File: src/swbs_pkg.sv
package swbs_pkg;

    // Field widths fixed by the event and result formats.
    localparam int FUNC_W   = 2;
    localparam int LEN_W    = 10;
    localparam int OPC_W    = 16;
    localparam int ALEN_W   = 3;
    localparam int SEQ_W    = 16;
    localparam int ACT_W    = 3;
    localparam int RETRY_W  = 4;
    localparam int TOTAL_W  = 32;

    // Full data block size; a shorter block ends the transfer.
    localparam int BLOCK_BYTES = 512;

    // Protocol constants.
    localparam logic [OPC_W-1:0]   ACK_OPCODE      = OPC_W'(4);
    localparam logic [ALEN_W-1:0]  ACK_BYTES       = ALEN_W'(4);
    localparam logic [RETRY_W-1:0] MAX_RETRIES_RST = RETRY_W'(10);
    localparam logic [SEQ_W-1:0]   FIRST_BLOCK     = SEQ_W'(1);

    // Queue between front and back.
    localparam int QDEPTH   = 2;
    localparam int QPTR_W   = $clog2(QDEPTH);
    localparam int QCOUNT_W = $clog2(QDEPTH + 1);

    typedef enum logic [FUNC_W-1:0] {
        FN_START   = 2'd0,
        FN_BLOCK   = 2'd1,
        FN_TIMEOUT = 2'd2,
        FN_PACKET  = 2'd3
    } t_func;

    typedef enum logic [ACT_W-1:0] {
        ACT_NONE     = 3'd0,
        ACT_SEND     = 3'd1,
        ACT_RESEND   = 3'd2,
        ACT_FETCH    = 3'd3,
        ACT_COMPLETE = 3'd4,
        ACT_GIVEUP   = 3'd5
    } t_action;

    typedef enum logic [1:0] {
        PH_READY = 2'd0,
        PH_WAIT  = 2'd1,
        PH_DONE  = 2'd2
    } t_phase;

    // A classified event as it travels through the queue.
    typedef struct packed {
        t_func             func;
        logic [LEN_W-1:0]  length;
        logic              ack_ok;
        logic [SEQ_W-1:0]  seq;
    } t_item;

    // Queue status seen by the top level.
    typedef struct packed {
        logic                full;
        logic                valid;
        logic [QCOUNT_W-1:0] count;
    } t_q_status;

endpackage

File: src/swbs_front.sv
module swbs_front (
    input  logic [1:0]           i_func,
    input  logic [9:0]           i_block_length,
    input  logic [15:0]          i_ack_opcode,
    input  logic [2:0]           i_ack_length,
    input  logic [15:0]          i_ack_seq,
    output swbs_pkg::t_item      o_item
);
    import swbs_pkg::*;

    logic [LEN_W-1:0] len_sat;

    // Clamp an oversized block to the full block size.
    always_comb begin
        if (i_block_length > LEN_W'(BLOCK_BYTES)) begin
            len_sat = LEN_W'(BLOCK_BYTES);
        end else begin
            len_sat = i_block_length;
        end
    end

    // Classify the word; the ACK number check waits for the back end's state.
    always_comb begin
        o_item.func   = t_func'(i_func);
        o_item.length = len_sat;
        o_item.ack_ok = (i_ack_length == ACK_BYTES) && (i_ack_opcode == ACK_OPCODE);
        o_item.seq    = i_ack_seq;
    end

endmodule

File: src/swbs_queue.sv
module swbs_queue (
    input  logic                  i_clk,
    input  logic                  i_rst_n,
    input  logic                  i_push,
    input  swbs_pkg::t_item       i_item,
    input  logic                  i_pop,
    output swbs_pkg::t_item       o_item,
    output swbs_pkg::t_q_status   o_status
);
    import swbs_pkg::*;

    t_item               r_mem [QDEPTH];
    logic [QPTR_W-1:0]   r_wr_ptr;
    logic [QPTR_W-1:0]   r_rd_ptr;
    logic [QCOUNT_W-1:0] r_count;

    // Pointers and fill count.
    always_ff @(posedge i_clk) begin
        if (!i_rst_n) begin
            r_wr_ptr <= '0;
            r_rd_ptr <= '0;
            r_count  <= '0;
        end else begin
            if (i_push) begin
                r_wr_ptr <= (r_wr_ptr == QPTR_W'(QDEPTH - 1)) ? '0 : r_wr_ptr + 1'b1;
            end
            if (i_pop) begin
                r_rd_ptr <= (r_rd_ptr == QPTR_W'(QDEPTH - 1)) ? '0 : r_rd_ptr + 1'b1;
            end
            case ({i_push, i_pop})
                2'b10:   r_count <= r_count + 1'b1;
                2'b01:   r_count <= r_count - 1'b1;
                default: r_count <= r_count;
            endcase
        end
    end

    // Entry storage.
    always_ff @(posedge i_clk) begin
        if (i_push) begin
            r_mem[r_wr_ptr] <= i_item;
        end
    end

    assign o_item         = r_mem[r_rd_ptr];
    assign o_status.full  = (r_count == QCOUNT_W'(QDEPTH));
    assign o_status.valid = (r_count != '0);
    assign o_status.count = r_count;

endmodule

File: src/swbs_back.sv
module swbs_back (
    input  logic                  i_clk,
    input  logic                  i_rst_n,
    input  logic                  i_cfg_wr_en,
    input  logic [3:0]            i_cfg_wr_data,
    input  logic                  i_q_valid,
    input  swbs_pkg::t_item       i_item,
    output logic                  o_pop,
    output logic                  o_valid,
    input  logic                  i_stall,
    output logic [2:0]            o_action,
    output logic [15:0]           o_block_number,
    output logic [9:0]            o_sent_length,
    output logic [3:0]            o_retry_count,
    output logic [31:0]           o_total_blocks
);
    import swbs_pkg::*;

    logic [RETRY_W-1:0] r_max_retries;
    t_phase             r_phase, n_phase;
    logic [SEQ_W-1:0]   r_block, n_block;
    logic [RETRY_W-1:0] r_retries, n_retries;
    logic [LEN_W-1:0]   r_held, n_held;
    logic [TOTAL_W-1:0] r_acked, n_acked;
    t_action            n_action;

    logic               r_out_valid;
    t_action            r_out_action;
    logic [SEQ_W-1:0]   r_out_block;
    logic [LEN_W-1:0]   r_out_len;
    logic [RETRY_W-1:0] r_out_retries;
    logic [TOTAL_W-1:0] r_out_total;

    // Take the next word when the output register is free or being emptied.
    assign o_pop = i_q_valid && (!r_out_valid || !i_stall);

    // Retry limit register.
    always_ff @(posedge i_clk) begin
        if (!i_rst_n) begin
            r_max_retries <= MAX_RETRIES_RST;
        end else if (i_cfg_wr_en) begin
            r_max_retries <= i_cfg_wr_data;
        end
    end

    // Transfer state machine: next state and action for one word.
    always_comb begin
        n_phase   = r_phase;
        n_block   = r_block;
        n_retries = r_retries;
        n_held    = r_held;
        n_acked   = r_acked;
        n_action  = ACT_NONE;
        case (i_item.func)
            FN_START: begin
                n_phase   = PH_READY;
                n_block   = FIRST_BLOCK;
                n_retries = '0;
                n_held    = '0;
                n_acked   = '0;
            end
            FN_BLOCK: begin
                if (r_phase == PH_READY) begin
                    n_held    = i_item.length;
                    n_retries = '0;
                    n_phase   = PH_WAIT;
                    n_action  = ACT_SEND;
                end
            end
            FN_TIMEOUT: begin
                if (r_phase == PH_WAIT) begin
                    if (r_retries >= r_max_retries) begin
                        n_phase  = PH_DONE;
                        n_action = ACT_GIVEUP;
                    end else begin
                        n_retries = r_retries + 1'b1;
                        n_action  = ACT_RESEND;
                    end
                end
            end
            FN_PACKET: begin
                if (r_phase == PH_WAIT) begin
                    n_retries = '0;
                    if (i_item.ack_ok && (i_item.seq == r_block)) begin
                        n_block = r_block + 1'b1;
                        if (r_acked != '1) begin
                            n_acked = r_acked + 1'b1;
                        end
                        if (r_held == LEN_W'(BLOCK_BYTES)) begin
                            n_phase  = PH_READY;
                            n_action = ACT_FETCH;
                        end else begin
                            n_phase  = PH_DONE;
                            n_action = ACT_COMPLETE;
                        end
                    end
                end
            end
            default: begin
                n_action = ACT_NONE;
            end
        endcase
    end

    // State registers, updated once per word taken.
    always_ff @(posedge i_clk) begin
        if (!i_rst_n) begin
            r_phase   <= PH_READY;
            r_block   <= FIRST_BLOCK;
            r_retries <= '0;
            r_held    <= '0;
            r_acked   <= '0;
        end else if (o_pop) begin
            r_phase   <= n_phase;
            r_block   <= n_block;
            r_retries <= n_retries;
            r_held    <= n_held;
            r_acked   <= n_acked;
        end
    end

    // Output valid flag.
    always_ff @(posedge i_clk) begin
        if (!i_rst_n) begin
            r_out_valid <= 1'b0;
        end else if (o_pop) begin
            r_out_valid <= 1'b1;
        end else if (!i_stall) begin
            r_out_valid <= 1'b0;
        end
    end

    // Result word register.
    always_ff @(posedge i_clk) begin
        if (o_pop) begin
            r_out_action  <= n_action;
            r_out_block   <= n_block;
            r_out_len     <= n_held;
            r_out_retries <= n_retries;
            r_out_total   <= n_acked;
        end
    end

    assign o_valid        = r_out_valid;
    assign o_action       = r_out_action;
    assign o_block_number = r_out_block;
    assign o_sent_length  = r_out_len;
    assign o_retry_count  = r_out_retries;
    assign o_total_blocks = r_out_total;

endmodule

File: src/stop_and_wait_block_sender_core.sv
// Channel   Direction  Handshake             Word
// input     in         i_valid / o_stall     func, block_length, ack fields
// output    out        o_valid / i_stall     action, block, length, retries, total
// config    in         i_cfg_wr_en           max_retries
//
// One word is taken per cycle while o_stall is low; the accepting edge writes it
// into the queue. It is later popped and its result loaded into the result
// register. The transfer state machine retires one word per cycle while i_stall
// is low. A two-word queue sits between decode and the state machine, so up to
// two more words are taken while a result waits on i_stall. Reset is
// synchronous, active low, and restores the retry limit to ten.
module stop_and_wait_block_sender_core (
    input  logic        i_clk,
    input  logic        i_rst_n,
    input  logic        i_cfg_wr_en,
    input  logic [3:0]  i_cfg_wr_data,
    input  logic        i_valid,
    output logic        o_stall,
    input  logic [1:0]  i_func,
    input  logic [9:0]  i_block_length,
    input  logic [15:0] i_ack_opcode,
    input  logic [2:0]  i_ack_length,
    input  logic [15:0] i_ack_seq,
    output logic        o_valid,
    input  logic        i_stall,
    output logic [2:0]  o_action,
    output logic [15:0] o_block_number,
    output logic [9:0]  o_sent_length,
    output logic [3:0]  o_retry_count,
    output logic [31:0] o_total_blocks
);
    import swbs_pkg::*;

    t_item     front_item;
    t_item     q_item;
    t_q_status q_stat;
    logic      push;
    logic      pop;

    // Decode and classify incoming words.
    swbs_front u_front (
        .i_func         (i_func),
        .i_block_length (i_block_length),
        .i_ack_opcode   (i_ack_opcode),
        .i_ack_length   (i_ack_length),
        .i_ack_seq      (i_ack_seq),
        .o_item         (front_item)
    );

    assign o_stall = q_stat.full;
    assign push    = i_valid && !q_stat.full;

    // Queue between decode and the state machine.
    swbs_queue u_queue (
        .i_clk    (i_clk),
        .i_rst_n  (i_rst_n),
        .i_push   (push),
        .i_item   (front_item),
        .i_pop    (pop),
        .o_item   (q_item),
        .o_status (q_stat)
    );

    // Transfer state machine and result register.
    swbs_back u_back (
        .i_clk          (i_clk),
        .i_rst_n        (i_rst_n),
        .i_cfg_wr_en    (i_cfg_wr_en),
        .i_cfg_wr_data  (i_cfg_wr_data),
        .i_q_valid      (q_stat.valid),
        .i_item         (q_item),
        .o_pop          (pop),
        .o_valid        (o_valid),
        .i_stall        (i_stall),
        .o_action       (o_action),
        .o_block_number (o_block_number),
        .o_sent_length  (o_sent_length),
        .o_retry_count  (o_retry_count),
        .o_total_blocks (o_total_blocks)
    );

    // The queue never holds more words than it has entries.
    a_queue_bound: assert property (@(posedge i_clk) disable iff (!i_rst_n)
        q_stat.count <= QCOUNT_W'(QDEPTH))
        else $error("queue fill count exceeds depth");

    // A fresh send starts with a clean retry count.
    a_send_retries: assert property (@(posedge i_clk) disable iff (!i_rst_n)
        (o_valid && (o_action == ACT_SEND)) |-> (o_retry_count == '0))
        else $error("send reported with nonzero retry count");

    // A resend always carries at least one retry.
    a_resend_retries: assert property (@(posedge i_clk) disable iff (!i_rst_n)
        (o_valid && (o_action == ACT_RESEND)) |-> (o_retry_count != '0))
        else $error("resend reported with zero retry count");

    // Only a full block leads to fetching the next one.
    a_fetch_full: assert property (@(posedge i_clk) disable iff (!i_rst_n)
        (o_valid && (o_action == ACT_FETCH)) |-> (o_sent_length == LEN_W'(BLOCK_BYTES)))
        else $error("fetch after a short block");

endmodule

File: config.mk
export PLATFORM = sky130hd
export DESIGN_NAME = stop_and_wait_block_sender_core
export DESIGN_NICKNAME = d
export VERILOG_FILES = /design/src/swbs_pkg.sv /design/src/swbs_front.sv /design/src/swbs_queue.sv /design/src/swbs_back.sv /design/src/stop_and_wait_block_sender_core.sv
export SDC_FILE = /design/constraint.sdc
export NUM_CORES = 1
export LEC_CHECK = 0
export ABC_AREA = 1
export BUFFER_PORTS_ARGS = -buffer_cell sky130_fd_sc_hd__buf_4
export CORE_MARGIN = 2
export CORE_UTILIZATION = 48
export DETAILED_ROUTE_END_ITERATION = 12
export PLACE_DENSITY_LB_ADDON = 0.05
export SETUP_SLACK_MARGIN = 0.4
export SYNTH_ARGS = -nofsm -noshare
export SYNTH_HDL_FRONTEND = slang
export SYNTH_SLANG_ARGS = --single-unit
File: constraint.sdc
create_clock -name i_clk -period 6 [get_ports i_clk]
set_clock_uncertainty 0.1 [all_clocks]
set_input_delay 1.2 -clock i_clk [delete_from_list [all_inputs] [get_ports i_clk]]
set_output_delay 1.2 -clock i_clk [all_outputs]
set_load 0.005 [all_outputs]
==> out/summary.txt, run 1 <==
leading area contributor after synthesis: edfxtp_1
PortBufs: 122
fin nets: 1338
Post-Synth XOR/XNOR Area: 0.0909%
post-synth net total: 1234
Leak: 5.02 nW
Synth Area in Adders: 1.82%
Core Rows: 51
post-DP HPWL: 15000 um
crit path kind: reg2reg
sequential-to-total area share from yosys stat: 53.7%
commonest non-fill, non-tap cell in the layout: nand2_1
Root Buffer Master: clkbuf_16
Die X: 146 um
initial antenna violation count: 0
count of final hold-check violations: 0
Final setup viols: 0
fillcell total: 1772
Skew-Pair Late Insertion Delay: 0.43 ns
Clock Sinks: 197
initial core utilization: 49.2%
vias per cell: 5.14
RSZ-0062 raised after global routing: no
Die Span Y: 146 um
total routed wirelength: 21400 um
area of the die: 21200 um2
cells along the critical path: buf_4 > inv_2 > or2_2 > o21ai_0 > ha_1 > inv_1 > nand2_1 > inv_1 > nand2_2 > nor2_1 > nand2_1 > nand3_1 > inv_1
synth top area cells: edfxtp_1 (38%), dfxtp_1 (15%), nand2_1 (8.9%), inv_1 (7.2%), nand3_1 (5.9%)
Post-synth top flop: edfxtp_1
setup bufs post-CTS: 0
top cell type's share of synthesized area: 38.3%
htree depth: 4
deepest clock path buffer count: 2
multiplexer share of the synthesized area: 0%
Ports: 123
Yosys reg bits: 197
first-pass GRT wire length: 36000 um
area growth from synthesis to layout: 17.5%
via count: 7950
Post-DRT Antenna Nets: 0
core area: 19600 um2
Setup crit start kind: register
Cell variety after synth: 39
Pre-Repair DR Iteration Count: 5
Wirelength per Cell: 13.9 um
share of cells above drive strength 1: 14.0%
DR iter-0 viols: 513
Ys Warns: 0
post-synthesis average cell area: 8.28 um2
TritonCTS clock tree: yes
async set-reset flop share out of synthesis: 0%
slowest stage delay, CP: 0.55 ns
max cap viols: 0
P per Cell Area: 512 nW/um2
WP data arrival: 4.29 ns
required time worst endpoint: 6.08 ns
max-slew violations: 0
Post-Syn Area: 9640 um2
total CTS buffers: 17
largest net degree at the start of global routing: 94
Simple-Gate Fraction of Synth Area: 24.2%
GPL Wtd Cong: 0.866
Post-synth EDFFs: 123
CP endpoint kind: register
Min-Delay Path Class: reg2reg
worst hold start: u_queue.r_rd_ptr$_SDFFE_PN0P_
worst-margin pin slew: 0.948 ns
CTS Hold Buffers Added: 0
# resized after CTS: 0
Peak Freq: 238 MHz
Max FO, Critical Path: 31
antenna cells: 0
commonest non-fill, non-tap cells in the layout: nand2_1 (228), inv_1 (185), buf_4 (127)
Residual DRC: 0
Max-slew headroom: 36.8%
status: complete, no violations
complex-gate fraction of the synthesized area: 10.9%
total grt overflow: 0
slowest stage cell, crit path: inv_1
largest family of logic cells by synthesized area: simple AND/OR/NAND/NOR gates
setup_tns: 0 ns
Worst VDD drop: 0.264 mV
worst reg2reg setup slack: 1.79 ns
Worst-path clk slew: 0.07 ns
most used cell along the critical path: inv_1
Final min period: 4.21 ns
crit share post-route: 70.1%
cell count after synthesis: 1164
Min Hold Slack: 0.356 ns
final core utilization: 57.8%
vias in the first global route: 7421
GRT Total Usage: 20.8%
per-stage QoR:
stage | cells | setup WS (ns) | power, mW | cell area, um2
finish | 1546 | 1.79 | 5.80 | 11300
global route | 1546 | 1.44 | 6.26 | 11300
CTS | 1546 | 1.78 | 5.84 | 11300
detailed placement | 1514 | 1.81 | 4.71 | 10800
global placement | 1514 | 1.92 | 4.69 | 10800
floorplan | 1164 | 1.05 | 3.88 | 9640
sequential cells by signal, summed over array words and instances (netlist names), 3 cells and up, named ones only:
register,count
u_back.o_block_number,16
u_back.r_held,10
u_back.r_max_retries,4
u_back.o_action,3
u_back.r_retries,4
u_back.o_retry_count,4
u_back.r_acked,32
u_back.o_total_blocks,32
u_queue.r_mem,58
u_back.r_block,16
u_back.o_sent_length,10
cells by family after synthesis:
kind of cell | after synthesis
flip-flops | 197
AO/OA/AOI/OAI | 197
adder cells (fa/ha/maj) | 14
AND/OR/NAND/NOR | 523
XOR/XNOR | 1
buffers and inverters | 232
worst max-delay path, delay by kind of cell, from the launching register on:
family / cells / cell delay, ns
buffers and inverters: 5 / 1.56
DFF: 1 / 0.31
adders and majority gates: 1 / 0.48
AOI/OAI and AO/OA: 1 / 0.26
and+or+nand+nor: 6 / 1.24
layer usage:
layer	track usage, %	vias to the layer above	part of all wire (%)	wire (um)
met1	27.7	3605	45	9640
met2	34.3	237	48	10200
met4	5.29	0	1.4	291
met5	0	-	0	0
met3	4.95	24	5.9	1270
li1	-	4084	-	-
path summary, 6_finish.rpt:
kind / endpoint / cells after the start
setup / recovery: u_back.o_total_blocks[12]$_DFFE_PP_ / 13
hold / removal: register / 1
setup reg to reg: u_back.o_total_blocks[12]$_DFFE_PP_ / 13
hold reg to reg: register / 1
power by group:
| group | leakage (nW) | switching (mW) | internal (mW) | total (mW) |
|---|---|---|---|---|
| logic | 2.94 | 1.48 | 0.793 | 2.28 |
| clock network | 0.281 | 0.512 | 0.603 | 1.12 |
| registers | 1.80 | 0.334 | 2.07 | 2.41 |
final cells by class:
class / count / area (um2) / share of cell area (%)
Multi-Input combinational cell: 735 / 3580 / 31.6
Clock buffer: 20 / 457 / 4.03
Tap cell: 265 / 332 / 2.93
Inverter: 190 / 716 / 6.32
Clock inverter: 12 / 121 / 1.07
Sequential cell: 197 / 5170 / 45.7
Timing Repair Buffer: 127 / 953 / 8.41
synth_stat cells, types with 2 or more instances:
cell and instances:
or2_2 3, buf_6 2, nor3_1 18, clkbuf_1 32, nand4_1 33, or4_1 2, nand2_2 4, o21ai_0 82
o22ai_1 3, nand2_1 228, o21ai_1 11, nor4_1 6, inv_1 186, ha_1 14, o32ai_1 9, edfxtp_1 123
nand3_1 114, a21oi_1 84, nor2_4 5, buf_4 4, dfxtp_1 74, nor2_1 105, clkinv_1 3, buf_2 4
Power figures use the tool's default switching activity.
==> inputs of run 2 (changes only) <==
Clock period 6 ns to 4.3 ns, I/O delays scaled along.
==> run 2 against run 1 <==
Effect of this change:
- core utilization grew 0.27 points
- worst hold slack got worse by 0.0030 ns
- wire length increased by 1.2%
- critical path depth is the same
- cell area increased by 0.46%
- flip-flop and latch count did not move
- non-clock buffer count up 5
- sequential share of layout area decreased by 0.21 points
- combinational power grew 41%
- register-to-register slack got worse by 0.63 ns
- largest cell class unchanged
- largest power group unchanged
==> out/summary.txt, run 2 (same netlist as run 1, synthesis figures left out) <==
GPL Wtd Cong: 0.871 (+0.60%)
worst-margin pin slew: 0.838 ns (-0.110 ns)
initial antenna violation count: 0 (unchanged)
Wirelength per Cell: 14.0 um (+0.85%)
total CTS buffers: 17 (unchanged)
Skew-Pair Late Insertion Delay: 0.43 ns (about the same)
Die Span Y: 146 um (unchanged)
placed cell area: 10800 um2 (+0.37%)
P per Cell Area: 719 nW/um2 (+41%)
vias per cell: 5.12 (-0.44%)
RSZ-0062 raised after global routing: no
Peak Freq: 319 MHz (+34%)
WP data arrival: 3.23 ns (-1.06 ns)
# resized after CTS: 0 (unchanged)
CTS Hold Buffers Added: 0 (unchanged)
CP endpoint kind: register
Pre-Repair DR Iteration Count: 6 (+1)
crit path kind: reg2reg
slowest stage delay, CP: 0.48 ns (-0.07 ns)
Clock Sinks: 197 (unchanged)
status: complete, no violations
Max-slew headroom: 44.1% (+7.3 points)
Final WS setup: 1.17 ns (-0.629 ns)
worst reg2reg setup slack: 1.17 ns (-0.63 ns)
required time worst endpoint: 4.39 ns (-1.69 ns)
largest net degree at the start of global routing: 142 (+51%)
via count: 7941 (-0.11%)
first-pass GRT wire length: 36000 um (-0.16%)
deepest clock path buffer count: 2 (unchanged)
Worst VDD drop: 0.475 mV (+80%)
total grt overflow: 0 (unchanged)
TritonCTS clock tree: yes
area of the die: 21200 um2 (unchanged)
share of cells above drive strength 1: 14.2% (+0.26 points)
Die X: 146 um (unchanged)
commonest non-fill, non-tap cell in the layout: nand2_1
Min Hold Slack: 0.353 ns (-0.00296 ns)
total power: 8.19 mW (+41%)
slowest stage cell, crit path: ha_1
Largest Register: u_queue.r_mem
Final setup viols: 0 (unchanged)
cells along the critical path: inv_2 > or2_2 > o21ai_0 > ha_1 > inv_1 > nand2_1 > inv_1 > buf_4 > nand2_2 > nor2_1 > nand2_1 > nand3_1 > inv_1
Setup crit start kind: register
crit share post-route: 72.9% (+2.8 points)
Root Buffer Master: clkbuf_16
core area: 19600 um2 (unchanged)
setup bufs post-CTS: 0 (unchanged)
DR iter-0 viols: 530 (+3.3%)
post-DP HPWL: 14900 um (-0.80%)
Residual DRC: 0 (unchanged)
Worst-path clk slew: 0.07 ns (about the same)
GRT Total Usage: 20.6% (-0.15 points)
area growth from synthesis to layout: 18.1%
total routed wirelength: 21700 um (+1.2%)
antenna cells: 0 (unchanged)
most used cell along the critical path: inv_1
commonest non-fill, non-tap cells in the layout: nand2_1 (228), inv_1 (185), buf_4 (131)
setup_tns: 0 ns (unchanged)
vias in the first global route: 7471 (+0.67%)
max-slew violations: 0 (unchanged)
count of final hold-check violations: 0 (unchanged)
Core Rows: 51 (unchanged)
htree depth: 4 (unchanged)
final non-filler cell area: 11400 um2 (+0.46%)
PortBufs: 122 (unchanged)
max cap viols: 0 (unchanged)
fin nets: 1343 (+0.37%)
initial core utilization: 49.2% (unchanged)
Final min period: 3.13 ns (-1.07 ns)
Max FO, Critical Path: 23 (-26%)
worst slack, placed: 1.16 ns (-0.651 ns)
Ports: 123 (unchanged)
Leak: 5.05 nW (+0.58%)
Largest register FFs: 58 (unchanged)
Min-Delay Path Class: reg2reg
Post-DRT Antenna Nets: 0 (unchanged)
## run 2: area by class of cell
type                    instances  area (um2)
clock buffers                  17         425
flip-flops and latches        197        5170
well taps                     265         332
multi-input cells             735        3570
clock inverters                15         165
inverters                     190         716
fillers                      1792        8210
repair buffers                132        1000
## run 2: per-stage QoR
stage	instances	util, %
global route	1551	58.1
finish	1551	58.1
floorplan	1164	-
detailed placement	1519	55.1
global placement	1519	55.1
CTS	1551	58.1
## run 2: worst paths after layout
| path | from | to | cells after the start |
|---|---|---|---|
| worst min register to register | u_queue.r_rd_ptr$_SDFFE_PN0P_ | register | 1 |
| worst max register to register | register | u_back.o_total_blocks[14]$_DFFE_PP_ | 13 |
| worst max-delay path | register | u_back.o_total_blocks[14]$_DFFE_PP_ | 13 |
| worst min-delay path | u_queue.r_rd_ptr$_SDFFE_PN0P_ | register | 1 |
## run 2: critical path: cells and delay by family, from the launching register on
kind | cells | cell delay, ns
AOI/OAI and AO/OA | 1 | 0.25
and+or+nand+nor | 6 | 0.96
DFF | 1 | 0.44
buffers and inverters | 5 | 0.68
adders and majority gates | 1 | 0.48
## run 2: where the power goes
group | switching, mW | internal (mW) | total (mW)
Sequential | 0.485 | 2.89 | 3.37
Clock | 0.774 | 0.828 | 1.60
Combinational | 2.06 | 1.15 | 3.21
## run 2: metal layers
layer	track usage (%)	part of all wire (%)	up-vias	routed length (um)
li1	-	-	4100	-
met1	27.6	46	3623	10000
met2	34.7	48	206	10400
met3	4.39	5.1	12	1110
met4	4.66	0.88	0	190
met5	0	0	-	0
==> inputs of run 3 (changes only) <==
Clock period 4.3 ns to 3.25 ns, I/O delays scaled along.
==> run 3 against run 2 <==
Effect of this change:
- flip-flop and latch count stayed put
- via count up 0.76%
- critical path depth down 1
- maximum frequency increased by 18%
- clock power up 51%
- worst hold slack worse by 0.056 ns
- register-to-register slack got worse by 0.58 ns
- largest cell class unchanged
- non-clock buffer count is 17 higher
- sequential share of layout area down 1.2 points
==> out/summary.txt, run 3 (same netlist as run 1, synthesis figures left out) <==
required time worst endpoint: 3.50 ns (-0.89 ns)
crit path kind: reg2reg
Largest delay share family, worst path: compound AO/OA/AOI/OAI gates
slowest stage delay, CP: 0.37 ns (-0.11 ns)
Final min period: 2.67 ns (-0.467 ns)
Skew-Pair Late Insertion Delay: 0.43 ns (about the same)
Max FO, Critical Path: 30 (+30%)
Wirelength per Cell: 13.9 um (-0.67%)
slowest stage cell, crit path: dfxtp_2
area growth from synthesis to layout: 21.2%
final non-filler cell area: 11700 um2 (+2.7%)
Worst-path clk slew: 0.07 ns (about the same)
Die Span Y: 146 um (unchanged)
Largest register FFs: 58 (unchanged)
GRT Total Usage: 20.7% (+0.069 points)
Post-DRT Antenna Nets: 0 (unchanged)
Final setup viols: 0 (unchanged)
RSZ-0062 raised after global routing: no
Ports: 123 (unchanged)
DR iter-0 viols: 463 (-13%)
Peak Freq: 375 MHz (+18%)
setup_tns: 0 ns (unchanged)
count of final hold-check violations: 0 (unchanged)
CP endpoint kind: register
worst reg2reg setup slack: 0.58 ns (-0.58 ns)
Min-Delay Path Class: in2reg
fin nets: 1361 (+1.3%)
CTS Hold Buffers Added: 0 (unchanged)
max cap viols: 0 (unchanged)
Max-slew headroom: 59.2% (+15 points)
cells along the critical path: buf_8 > o21ai_0 > buf_4 > inv_1 > ha_1 > inv_1 > o22ai_1 > a21oi_1 > or2_2 > a21oi_1 > nor2_1 > a211oi_1
total CTS buffers: 17 (unchanged)
Root Buffer Master: clkbuf_16
Clock Sinks: 197 (unchanged)
fillcell total: 1782 (-0.56%)
deepest clock path buffer count: 2 (unchanged)
RR Endpoint: u_back.r_retries[1]$_SDFFE_PN0P_
crit share post-route: 82.1% (+9.2 points)
P per Cell Area: 973 nW/um2 (+35%)
Worst VDD drop: 0.602 mV (+27%)
first-pass GRT wire length: 35900 um (-0.19%)
area of the die: 21200 um2 (unchanged)
Largest Register: u_queue.r_mem
vias in the first global route: 7383 (-1.2%)
total power: 11.4 mW (+39%)
total grt overflow: 0 (unchanged)
WP data arrival: 2.92 ns (-0.31 ns)
Residual DRC: 0 (unchanged)
status: complete, no violations
htree depth: 4 (unchanged)
core area: 19600 um2 (unchanged)
initial antenna violation count: 0 (unchanged)
commonest non-fill, non-tap cell in the layout: nand2_1
antenna cells: 0 (unchanged)
CP endpoint: u_back.r_retries[1]$_SDFFE_PN0P_
placed cell area: 10900 um2 (+0.74%)
initial core utilization: 49.2% (unchanged)
CP bufs+invs: 4 (-1)
vias per cell: 5.10 (-0.40%)
PortBufs: 122 (unchanged)
Setup crit start kind: register
R2R cell count: 12 (-1)
share of cells above drive strength 1: 16.0% (+1.8 points)
worst-margin pin slew: 0.609 ns (-0.229 ns)
largest net degree at the start of global routing: 101 (-29%)
total routed wirelength: 21800 um (+0.48%)
GPL Wtd Cong: 0.872 (about the same)
commonest non-fill, non-tap cells in the layout: nand2_1 (226), inv_1 (184), buf_4 (143)
post-DP HPWL: 15000 um (+0.94%)
Pre-Repair DR Iteration Count: 5 (-1)
max-slew violations: 0 (unchanged)
Core Rows: 51 (unchanged)
Leak: 5.21 nW (+3.1%)
Crit path depth: 12 (-1)
via count: 8001 (+0.76%)
TritonCTS clock tree: yes
Die X: 146 um (unchanged)
run 3: cell count changes in the layout (fill, tap and decap cells not counted), moves of 2 or more:
cell / previous run / this run
inv_4: 1 / 3
clkinv_1: 5 / 3
buf_6: 0 / 2
bufinv_16: 1 / 5
buf_4: 131 / 143
nand2_4: 0 / 2
nand2_1: 228 / 226
buf_12: 1 / 3
run 3: worst min-delay path by stage:
stage	start	end	slack (ns)	cells past startpoint
4_1_cts	i_ack_seq[7]	u_queue.r_mem[1][7]$_DFFE_PP_	0.28	1
3_3_place_gp	u_queue.r_rd_ptr$_SDFFE_PN0P_	u_queue.r_rd_ptr$_SDFFE_PN0P_	0.34	1
2_1_floorplan	u_queue.r_rd_ptr$_SDFFE_PN0P_	register	0.33	1
6_report	i_ack_seq[7]	u_queue.r_mem[1][7]$_DFFE_PP_	0.30	1
3_5_place_dp	u_queue.r_rd_ptr$_SDFFE_PN0P_	u_queue.r_rd_ptr$_SDFFE_PN0P_	0.35	1
5_1_grt	i_ack_seq[7]	u_queue.r_mem[1][7]$_DFFE_PP_	0.29	1
run 3: area by class of cell:
cell class              count  area (um2)  share of cell area (%)
clock inverters            15         259                    2.22
well taps                 265         332                    2.84
flip-flops and latches    197        5180                    44.3
inverters                 190         721                    6.17
repair buffers            149        1170                    10.0
multi-input cells         736        3600                    30.8
clock buffers              17         425                    3.64
run 3: timing repair:
item,4_1_cts,5_1_grt
gates cloned,0,1
pin swaps,0,2
setup endpoints to repair,4,76
gates resized for setup,1,15
setup buffers,0,8
run 3: worst register-to-register path, delay by kind of cell (launching register included):
kind | cells | cell delay, ns
AOI/OAI and AO/OA | 5 | 0.90
buffers and inverters | 4 | 0.61
DFF | 1 | 0.37
and+or+nand+nor | 2 | 0.36
adders and majority gates | 1 | 0.26
run 3: per-layer routing:
layer | part of all wire, % | global-route usage (%)
met1 | 46 | 28.0
met2 | 47 | 34.8
met3 | 5.2 | 3.35
met4 | 1.3 | 5.49
met5 | 0 | 0
run 3: stage by stage:
stage | instances | hold WS, ns | worst slack (ns) | util, %
2_1_floorplan | 1164 | 0.326 | 0.501 | -
3_3_place_gp | 1528 | 0.338 | 0.398 | 55.5
3_5_place_dp | 1528 | 0.348 | 0.341 | 55.5
4_1_cts | 1560 | 0.279 | 0.394 | 59.0
5_1_grt | 1569 | 0.285 | 0.408 | 59.7
6_report | 1569 | 0.296 | 0.582 | 59.7
run 3: report_power, final:
part | switching (mW) | total (mW) | internal (mW)
sequential | 0.617 | 4.44 | 3.82
combinational | 2.82 | 4.53 | 1.71
clock | 1.01 | 2.41 | 1.41
total | 4.45 | 11.4 | 6.93
